File: src/hw/rtl/tqm_ram.sv
// Generic simple dual-port RAM with registered read data.
module tqm_ram #(
    parameter int WIDTH = 8,
    parameter int DEPTH = 16
) (
    input  logic                     clk,
    input  logic                     we,
    input  logic [$clog2(DEPTH)-1:0] waddr,
    input  logic [WIDTH-1:0]         wdata,
    input  logic                     re,
    input  logic [$clog2(DEPTH)-1:0] raddr,
    output logic [WIDTH-1:0]         rdata
);

    logic [WIDTH-1:0] mem [DEPTH];
    logic [WIDTH-1:0] rdata_reg;

    always_ff @(posedge clk)
    begin
        if (we)
        begin
            mem[waddr] <= wdata;
        end
        if (re)
        begin
            rdata_reg <= mem[raddr];
        end
    end

    assign rdata = rdata_reg;

endmodule

File: config.mk
export PLATFORM = sky130hd
export DESIGN_NAME = tqm_ram
export DESIGN_NICKNAME = d
export VERILOG_FILES = /design/src/hw/rtl/tqm_ram.sv
export SDC_FILE = /design/constraint.sdc
export NUM_CORES = 1
export LEC_CHECK = 0
export ABC_AREA = 0
export ABC_CLOCK_PERIOD_IN_PS = 2300
export BUFFER_PORTS_ARGS = -buffer_cell sky130_fd_sc_hd__buf_2
export CAP_MARGIN = 20
export CORE_MARGIN = 10
export CORE_UTILIZATION = 43
export CTS_BUF_LIST = sky130_fd_sc_hd__clkbuf_4 sky130_fd_sc_hd__clkbuf_8
export CTS_CLUSTER_SIZE = 28
export DETAILED_ROUTE_END_ITERATION = 7
export SLEW_MARGIN = 40
export SYNTH_ARGS = -nofsm -noshare
export SYNTH_HDL_FRONTEND = slang
export SYNTH_SLANG_ARGS = --single-unit
File: constraint.sdc
create_clock -name clk -period 2.3 [get_ports clk]
set_input_delay 0.115 -clock clk [delete_from_list [all_inputs] [get_ports clk]]
set_output_delay 0.115 -clock clk [all_outputs]
set_load 0.02 [all_outputs]
Yosys cells after proc, flatten, opt, wreduce, memory -nomap -nowiden
Memories as Yosys holds them, arrays and structs flattened. A register that Yosys moved wholly into a read port is not among the register bits.
Index checks and enable logic that the tools add are counted.
{ "totals": {"reg_bits": 0, "ramBits": 128, "in_bits": 19, "out_inout_bits": 8, "elab_cells": 3, "mem_count": 1} }
{ "op_classes": {"muxes": 2} }
{ "mem_list": {"columns": ["memory", "depth", "word_bits", "rd", "rd_clocked_by_memory_dff", "wr", "line", "text"], "rows": [
  ["mem", 16, 8, 1, 1, 1, "15", "logic [WIDTH-1:0] mem [DEPTH];"]
]} }
{ "op_table": {"columns": ["cell", "count"], "rows": [
  ["two-way mux 1 bit", 2]
]} }

Logic depth before layout (Yosys ltp)
{ "logic_depth": {"word_depth": 2, "ltp_mapped": 5} }

Worst setup path after synthesis
No wires, ideal clock.
{ "synth_path": {"path_type": "in2reg", "start": "input waddr[2]", "end": "memory mem[0][0], enable pin", "arrival_ns": 1.225, "required_ns": 1.917, "path_slack_ns": 0.692, "path_stages": 2, "n_path_buf": 0, "path_cell_list": "or3b_2 > nor3_1"} }
{ "synth_lines": {"columns": ["element", "line", "text"], "rows": [
  ["from (decl)", "8", "input logic [$clog2(DEPTH)-1:0] waddr,"],
  ["to (decl)", "15", null]
]} }
No word-level cell before the write port.

==> results.txt <==
Initial DRT Pass Iterations: 4
Number of buffers created by CTS: 17
DRT iter0 DRCs: 307
IO Port Bufs: 26
DR DRC count: 0
Actual slew at the worst max-slew pin: 0.771 ns
Post-DP HPWL: 6290 microns
Die width: 130 microns
CTS Sinks: 136
Initial antenna violation count: 0
Share of layout cells above drive strength 1: 30.8%
Area leader, netlist: edfxtp_1
Max Fclk: 677 MHz
Via density per instance: 5.49
Post-Syn Nets: 248
Total track usage: 13.2%
GPL Wtd Cong: 0.763
Setup repair bufs after CTS: 0
Arrival time worst endpoint: 1.66 ns
Family with the most delay on the worst path: multiplexers
Worst vdd ir: 0.272 mV
GR Overflow Total: 0
Crit path cell chain: mux4_2, a22oi_1, nand2_1
Crit path largest cell delay: 0.50 ns
CTS Hold Buffers Added: 0
CP max FO: 1
# IOs: 27
Pre-CTS setup slack: 0.570 ns
Final Power: 4.85 mW
Worst R2R End: rdata[5]
Cell variety after synth: 18
HP Class: in -> reg
Post-synthesis sequential area ratio: 78.1%
Status: completed
Startpoint Class: flop
Worst relative slew slack: 48.4%
Final worst setup slack: 0.823 ns
Post-route ant nets: 0
CTS tree: done
WL final: 10400 microns
RSZ-0062 raised after global routing: no
Worst-path clk slew: 0.07 ns
Largest net degree at the start of global routing: 33
Fin Clk Skew: 0.00833 ns
Starting Density: 43.7%
Max Transition Viols Final: 0
Reg2Reg Setup Slack: 0.82 ns
Vias: 2428
Final setup viols: 0
Root buffer cell: clkbuf_8
Filler cells: 941
R2R depth: 3
Leak pwr: 2.00 nW
Ant diodes: 0
H-tree depth: 4
Chip height: 130 microns
DIE AREA: 17000 sq um
Crit path kind: reg -> reg
Worst setup EP type: flop
Max FFs per register: 128
Slowest CP cell: mux4_2
Hold depth: 1
Row cnt: 40
WHS Endpoint: rdata[5]
Period utilisation layout: 64.2%
Post-synth top area share: 78.1%
PostCTS Resize Cnt: 0
Worst-skew pair later-pin latency: 0.43 ns
Crit path time final: 1.48 ns
First-pass GRT wire length: 16000 microns
Seq cells post-synth: 136
Worst Hold Slack: 0.0450 ns
Hold path startpoint: re
Critical Path Source: mem[7][5]
Final Hold Vio Count: 0
Total negative setup slack: 0 ns
Critical Path RT: 2.48 ns
Clock Tree Buf Depth: 2
Vias in the first global route: 2590
Synthesis-to-finish area growth: 14.0%
Syn_area_per_cell: 22.8 sq um
NumNets Final: 301
Pwr per Cell Area: 813 nW/um^2
Launching point of the worst reg2reg path: mem[7][5]
Worst Path Buf+Inv: 0
Synthesized area: 5230 sq um
Final core occ: 49.8%
YS warnings: 0
Synth top area cells: edfxtp_1 (78%), mux4_2 (7.8%), mux4_1 (7.0%), a22oi_1 (2.3%), nor2_1 (0.93%)
Drt wl/cell: 23.4 microns
Core area: 12000 sq um
Mapped Cells: 229
Max-cap violations: 0
==> cells in the mapped netlist <==
library cell,n
nor3_1,4
mux4_2,18
nand2_1,9
nand3_1,1
mux4_1,14
edfxtp_1,136
nor2b_1,1
a22oi_1,16
buf_4,1
and2_1,1
buf_2,3
or3b_2,1
and2b_1,1
clkdlybuf4s25_2,3
nand2b_1,2
nand3b_1,2
nor2_1,13
buf_6,3
==> layout make-up <==
| class | count | area, sq um | area share [%] |
|---|---|---|---|
| clock buffer | 18 | 241 | 4.05 |
| clock inverter | 14 | 114 | 1.91 |
| multi-input combinational | 83 | 1060 | 17.8 |
| sequential | 136 | 4080 | 68.5 |
| tap | 147 | 184 | 3.09 |
| timing repair buffer | 44 | 278 | 4.66 |
==> worst reg2reg max path, stage by stage, from the launching register on <==
cell and delay, ns:
edfxtp_1 0.38, mux4_2 0.50, a22oi_1 0.26, nand2_1 0.09
==> cell usage in the layout (no fill, tap or decap) <==
master     instances
a22oi_1           16
and2_1             1
and2b_1            1
buf_12             1
buf_2             26
buf_4             17
bufinv_16          2
clkbuf_4           1
clkbuf_8          17
clkinv_1           5
clkinv_2           7
edfxtp_1         136
mux4_1            14
mux4_2            18
nand2_1            9
nand2b_1           2
nand3_1            1
nand3b_1           2
nor2_1            12
nor2_2             1
nor2b_1            1
nor3_1             4
or3b_2             1
==> power breakdown <==
| group | total, mW | switching [mW] | internal [mW] |
|---|---|---|---|
| sequential | 2.80 | 0.0128 | 2.79 |
| combinational | 0.267 | 0.160 | 0.108 |
| clock | 1.78 | 0.837 | 0.940 |
==> cell families (layout without fill, tap and decap cells) <==
group / after synthesis / after routing / share of synthesized area, %
AO/OA/AOI/OAI: 16 / 16 / 2.30
multiplexers: 32 / 32 / 14.8
buffers and inverters: 10 / 76 / 1.65
flip-flops: 136 / 136 / 78.1
AND/OR/NAND/NOR: 35 / 35 / 3.14
==> layer usage <==
metal,track usage [%],up-vias,share of wire [%]
met5,0,-,0
met4,4.96,0,1.0
met3,4.06,8,4.9
met2,19.9,65,47
met1,17.8,1272,47
li1,-,1083,-
==> through the flow <==
step	cells	cell area (sq um)
after floorplan	229	5230
after global placement	410	5600
after detailed placement	410	5600
after CTS	442	5960
after global routing	442	5960
final	442	5960
==> worst max path at each step <==
stage,end,slack (ns),depth (start not counted)
finish,rdata[5],0.82,3
global placement,rdata[5],0.59,5
CTS,rdata[5],0.84,3
floorplan,mem[0][0],0.69,2
detailed placement,rdata[5],0.57,5
global route,rdata[5],0.77,3
(Power assumes the default switching activity.)
