===== src/hw/rtl/tqm_pkg.sv =====
// Shared constants, codes and types of the team queue manager.
package tqm_pkg;

    localparam int MEMBER_W        = 10;
    localparam int TEAM_W          = 4;
    localparam int NUM_TEAMS       = 1 << TEAM_W;
    localparam int MEMBER_ID_SPACE = 1 << MEMBER_W;
    localparam int PTR_W           = 6;
    localparam int TEAM_FIFO_DEPTH = 1 << PTR_W;
    localparam int CNT_W           = PTR_W + 1;
    localparam int ORD_CNT_W       = TEAM_W + 1;
    localparam int STORE_AW        = TEAM_W + PTR_W;
    localparam int STORE_DEPTH     = 1 << STORE_AW;

    localparam logic [1:0] MODE_ASSIGN  = 2'd0;
    localparam logic [1:0] MODE_ENQUEUE = 2'd1;
    localparam logic [1:0] MODE_DEQUEUE = 2'd2;

    localparam logic [1:0] ST_DONE   = 2'd0;
    localparam logic [1:0] ST_POPPED = 2'd1;
    localparam logic [1:0] ST_EMPTY  = 2'd2;
    localparam logic [1:0] ST_FULL   = 2'd3;

    typedef logic [MEMBER_W-1:0] member_t;
    typedef logic [TEAM_W-1:0]   team_t;

    // Requests from the sequencer to the ring of waiting teams.
    typedef struct packed {
        logic  push;
        team_t push_team;
        logic  pop;
        team_t pop_team;
    } ring_ctrl_t;

    // What the ring reports back.
    typedef struct packed {
        logic [ORD_CNT_W-1:0] count;
        team_t                head_team;
        logic [NUM_TEAMS-1:0] waiting;
    } ring_stat_t;

endpackage


===== src/hw/rtl/tqm_order_ring.sv =====
// Ring of waiting teams in arrival order, with one waiting flag per team.
module tqm_order_ring import tqm_pkg::*; (
    input  logic       clk,
    input  logic       rst_n,
    input  ring_ctrl_t ctrl,
    output ring_stat_t stat
);

    team_t                order_reg [NUM_TEAMS];
    team_t                head_reg;
    team_t                tail_reg;
    logic [ORD_CNT_W-1:0] count_reg;
    logic [NUM_TEAMS-1:0] waiting_reg;

    // Slots hold payload only; head, tail and count guard every read.
    always_ff @(posedge clk)
    begin
        if (ctrl.push)
        begin
            order_reg[tail_reg] <= ctrl.push_team;
        end
    end

    always_ff @(posedge clk or negedge rst_n)
    begin
        if (!rst_n)
        begin
            head_reg    <= '0;
            tail_reg    <= '0;
            count_reg   <= '0;
            waiting_reg <= '0;
        end
        else
        begin
            if (ctrl.push)
            begin
                tail_reg                     <= tail_reg + 1'b1;
                waiting_reg[ctrl.push_team]  <= 1'b1;
            end
            if (ctrl.pop)
            begin
                head_reg                     <= head_reg + 1'b1;
                waiting_reg[ctrl.pop_team]   <= 1'b0;
            end
            if (ctrl.push && !ctrl.pop)
            begin
                count_reg <= count_reg + 1'b1;
            end
            else if (ctrl.pop && !ctrl.push)
            begin
                count_reg <= count_reg - 1'b1;
            end
        end
    end

    assign stat.count     = count_reg;
    assign stat.head_team = order_reg[head_reg];
    assign stat.waiting   = waiting_reg;

endmodule


===== config.mk =====
export PLATFORM = sky130hd
export DESIGN_NAME = tqm_order_ring
export DESIGN_NICKNAME = d
export VERILOG_FILES = /design/src/hw/rtl/tqm_pkg.sv /design/src/hw/rtl/tqm_order_ring.sv
export SDC_FILE = /design/constraint.sdc
export NUM_CORES = 1
export LEC_CHECK = 0
export BUFFER_PORTS_ARGS = -buffer_cell sky130_fd_sc_hd__buf_2
export CORE_ASPECT_RATIO = 0.6
export CORE_UTILIZATION = 27
export CTS_CLUSTER_SIZE = 30
export DETAILED_ROUTE_END_ITERATION = 12
export PLACE_DENSITY = 0.47
export SYNTH_ARGS = -nofsm -noshare
export SYNTH_HDL_FRONTEND = slang
export SYNTH_SLANG_ARGS = --single-unit

===== constraint.sdc =====
create_clock -name clk -period 1.4 [get_ports clk]
set_input_delay 0.14 -clock clk [delete_from_list [all_inputs] [get_ports clk]]
set_output_delay 0.14 -clock clk [all_outputs]
set_load 0.02 [all_outputs]

# Word level (Yosys, flattened, before mapping)
# Memories as Yosys holds them, arrays and structs flattened.
# Index checks and enable logic that the tools add are counted.
[word_totals] ram_bits=64 inputBits=12 memories=1 ff_bits=29
[op_classes] bitwise=3 add_sub_neg=4 n_reduce_logical=7 magnitude_cmp=4 muxes=10
[mem_list] name="order_reg" words=16 word_bits=4 rd=1 rd_clocked_by_memory_dff=0 write_ports=1 line_no="tqm_order_ring.sv:9" source="team_t order_reg [NUM_TEAMS];"
[op_table] operator="2-to-1 mux 16 bit" n=2
[op_table] operator="AND 16 bit" n=1
[op_table] operator="inverter 16 bit" n=1
[op_table] operator="bitwise OR 16 bit" n=1
[op_table] operator="less-than comparator 4 x 5 -> 1 bit (second input constant)" n=2
[op_table] operator="2-to-1 mux 5 bit" n=2
[op_table] operator="adder 4 x 1 -> 4 bit (second input constant)" n=2
[op_table] operator="demux 1 bit (select 4 bit)" n=2
[op_table] operator="greater-or-equal comparator 4 x 1 -> 1 bit (second input constant)" n=2
[op_table] operator="adder 5 x 1 -> 5 bit (second input constant)" n=1
[op_table] operator="subtractor 5 x 1 -> 5 bit (second input constant)" n=1
[op_table] operator="logical AND 1 bit" n=4
[op_table] operator="2-to-1 mux 1 bit" n=4
[op_table] operator="logical NOT 1 bit" n=2
[op_table] operator="nonzero test 2 bit" n=1

# Depth between registers and ports, before layout
[logic_depth] depth_word=8 depth_mapped=9 ltp_nobuf=8

# Worst setup path before layout
# No wires, ideal clock.
[synth_path] path_type="input port to flip-flop" start="input port ctrl[4] (netlist bit)" end="register count_reg[4]" required_ns=1.262 setup_slack_ns=-0.424 setup_ns=0.138 cell_stages=9 arrival_ns=1.686 path_cell_list="clkbuf_1 > inv_1 > ha_1 > inv_1 > ha_1 > nor2b_1 > o21a_1 > o2111ai_1 > o311ai_1"
[synth_between] elab_chain_cells=3 elab_cells_between_ends=5 classes_between="mux: 1; reduce/logical: 4"
[synth_rtl] item="start: declaration" line_no="tqm_order_ring.sv:5" source="input ring_ctrl_t ctrl,"
[synth_rtl] item="logical NOT 1 bit" line_no="tqm_order_ring.sv:45" source="if (ctrl.push && !ctrl.pop)"
[synth_rtl] item="logical AND 1 bit" line_no="tqm_order_ring.sv:45"
[synth_rtl] item="2-to-1 mux 5 bit / nonzero test 2 bit (equally long branches)"
[synth_rtl] item="end signal: assignment" line_no="tqm_order_ring.sv:47" source="count_reg <= count_reg + 1'b1;"
[synth_rtl] item="end signal: assignment" line_no="tqm_order_ring.sv:51" source="count_reg <= count_reg - 1'b1;"
[synth_rtl] item="end: declaration" line_no="tqm_order_ring.sv:12" source="logic [ORD_CNT_W-1:0] count_reg;"
# Several ways; a longest one is shown, not always the timed one.
# A chain may end at the register's enable or synchronous reset.

==> metrics <==
status=finished with violations; violated checks=setup timing; share of cells above drive strength 1=about 45%; post-synthesis async set-or-reset flop share=between 30% and 40%; height of the die=about 96 um; drt wl/cell=18.1 um; Pwr Total=between 10000 and 15000 uW; Syn Std Cell Area=around 0.0040 mm^2; Die ar.=~0.015 mm^2; R2R depth=6; Final Hold Fails=0; Critical R2R Launch=count_reg[0]$_DFFE_PN0P_; final worst slack=-0.675 ns; IO Pins=37; most common cell in the netlist=edfxtp_1; Synth Flop Type=edfxtp_1; met3 WL=around 630 um; crit path DAT=between 1.5 and 2 ns; DP Worst Slack=-0.386 ns; Post-Synthesis Net Count=290; Port Buf Inserts=36; cell chain of the critical path=buf_6, mux4_2, a22oi_2, nand3_2, buf_2; CTS tree=built; Distinct cells, synth=34; top post-synthesis cells by count=edfxtp_1, dfrtp_1, a21oi_1; antenna cells=0; Initial Util=roughly 28%; final-stage net count=~380; Crit Path Max Fanout=4; clock latency on the worst-skew pair=0.34 ns; via/cell ratio=4.60; gr ovfl total=0; achievable frequency=0.482 GHz; main combinational cell family by area after synthesis=multiplexers; Worst slew margin=between 60% and 70%; Pins Over Slew Limit=0; top cell type by total area after synthesis=edfxtp_1; first-pass GRT wire length=approximately 15000 um; vias in the first global route=between 2000 and 3000; Min-Delay Path Class=in2reg; Leak=just over 0.002 uW; max cap viols=0; Pwr per Cell Area=1970 mW/mm^2; post-detailed-route count of antenna-violating nets=0; hold_sp=ctrl[2]; post-synthesis sequential area ratio=66.9%; pin count of the biggest net entering global routing=30; R2R setup slack=-0.04 ns; DRC Markers=0; top cells by area, synth=edfxtp_1, dfrtp_1, mux4_2, a21oi_1, ha_1; GP Congestion=0.833; area grow syn2layout=33.0%; Synth Area in Adders=under 10%; WHS Path Cells=2; crit path max-delay cell type=mux4_2; worst-margin pin slew=around 0.45 ns; final setup fails=5; CORE AREA=0.0140 mm^2; clock sinks=93; Synth Area in Compound Gates=around 6.6%; worst setup path category=reg2out; Yosys reg bits=just over 90; Worst-path clk slew=~0.07 ns; worst-case clock buffer depth=2; DR vias=~2600; Detail Placement HPWL=between 7000 and 8000 um; mux share of post-synthesis cell area=9.77%; row count=33; initial antenna violation count=0; M1 wire length=between 5000 and 6000 um; crit end category=output pin; Iteration-0 DRC Markers=210; Fin Hold WS=about 0.074 ns; post-synth top area share=48.5%; Final Instance Area=roughly 0.0053 mm^2; CTS root buf=clkbuf_16; clock buffer count from CTS=9; Setup TNS Final=-2.67 ns; H-tree depth=3; Synth Warn #=0; Syn Inst Count=approximately 270; Avg Inst Size Synth=around 15 um^2; Tcrit/Tclk final=148%; R2R Path End=count_reg[4]$_DFFE_PN0P_; met2 wire len=around 3800 um; max reg flops=64; DRT Pass-1 Iters=4; crit-path max cell delay=about 0.55 ns; Synth Area in XOR/XNOR=about 2.0%; RSZ-0062 raised after global routing=true; minimum clock period=~2.1 ns; DRT Wirelength=approximately 10000 um; clk_skew=approximately 0.0078 ns; Area after DPL=around 0.0048 mm^2; highest routed metal layer=met4; post-synthesis simple-gate area fraction=approximately 8.7%; GRT Resource Usage Total=between 10% and 20%; Worst setup SP type=register; die outline width=between 150 and 200 um; worst vdd ir=0.748 mV; EDFF count, synth=64; CP Data Required Time=around 1.3 ns; worst-case hold path end point=waiting_reg[14]$_DFF_PN0_
-- cells in the final DEF, fill, tap and decap left out, types with 4 or more instances in the layout --
master	count
nor2_1	15
nand3_1	6
nor2_2	6
edfxtp_1	64
dfrtp_1	25
dfrtp_2	4
a31oi_1	6
buf_6	7
nor2b_1	6
nand3_2	4
mux4_2	14
a21oi_1	24
clkbuf_16	9
a22oi_2	4
nand2_1	15
ha_1	4
o21ai_0	4
buf_2	36
buf_4	49
xnor2_1	6
ha_4	5
-- critical path, delay by kind of cell, from the launching register on --
family                 cells  cell delay [ns]
flip-flops                 1             0.41
AND/OR/NAND/NOR            1             0.12
multiplexers               1             0.55
AO/OA/AOI/OAI              1             0.19
buffers and inverters      2             0.33
-- logic make-up after synthesis --
logic type,after synthesis
buf+inv,18
flops,93
simple gates,74
mux,17
xor+xnor,9
compound gates,45
fa+ha+maj,11
-- per-stage QoR --
step	cells	util, %
after detailed placement	534	34.0
final	558	37.6
after CTS	552	36.5
after floorplan	267	-
after global placement	534	34.0
after global routing	558	37.6
-- layer usage --
layer,GRT usage [%],vias to the layer above
met5,0,-
met4,2.64,0
met3,4.28,10
met2,18.1,71
met1,23.4,1289
li1,-,1199
-- timing repair --
action,4_1_cts,5_1_grt
buffers inserted,1,5
hold endpoints to repair,29,0
pin swaps,7,6
setup endpoints to repair,26,66
gates cloned,0,1
hold buffers,1,0
gates resized for setup,16,31
-- how the worst max path moves through the flow --
| stage | start | endpoint | slack, ns | depth (start not counted) |
|---|---|---|---|---|
| after CTS | head_reg[0]$_DFFE_PN0P_ | stat[17] | -0.66 | 6 |
| after global placement | head_reg[0]$_DFFE_PN0P_ | stat[16] | -0.37 | 5 |
| after detailed placement | head_reg[0]$_DFFE_PN0P_ | stat[16] | -0.39 | 5 |
| after global routing | head_reg[0]$_DFFE_PN0P_ | stat[17] | -0.73 | 5 |
| final | head_reg[0]$_DFFE_PN0P_ | stat[18] | -0.67 | 5 |
| after floorplan | head_reg[0]$_DFFE_PN0P_ | stat[16] | -0.10 | 4 |
-- cell type report --
| class | instances | area [um^2] |
|---|---|---|
| clock buffer | 10 | 239 |
| clock inverter | 6 | 46.3 |
| fill | 1328 | 8730 |
| inverter | 7 | 31.3 |
| multi-input combinational | 156 | 1400 |
| sequential | 93 | 2650 |
| tap | 192 | 240 |
| timing repair buffer | 94 | 657 |
-- report_power, final --
group	internal, uW	leakage (uW)	switching, uW
Clock	1270	0.000143	1060
Combinational	2060	0.000960	2190
Sequential	3450	0.000922	356
Power figures use the tool's default switching activity.
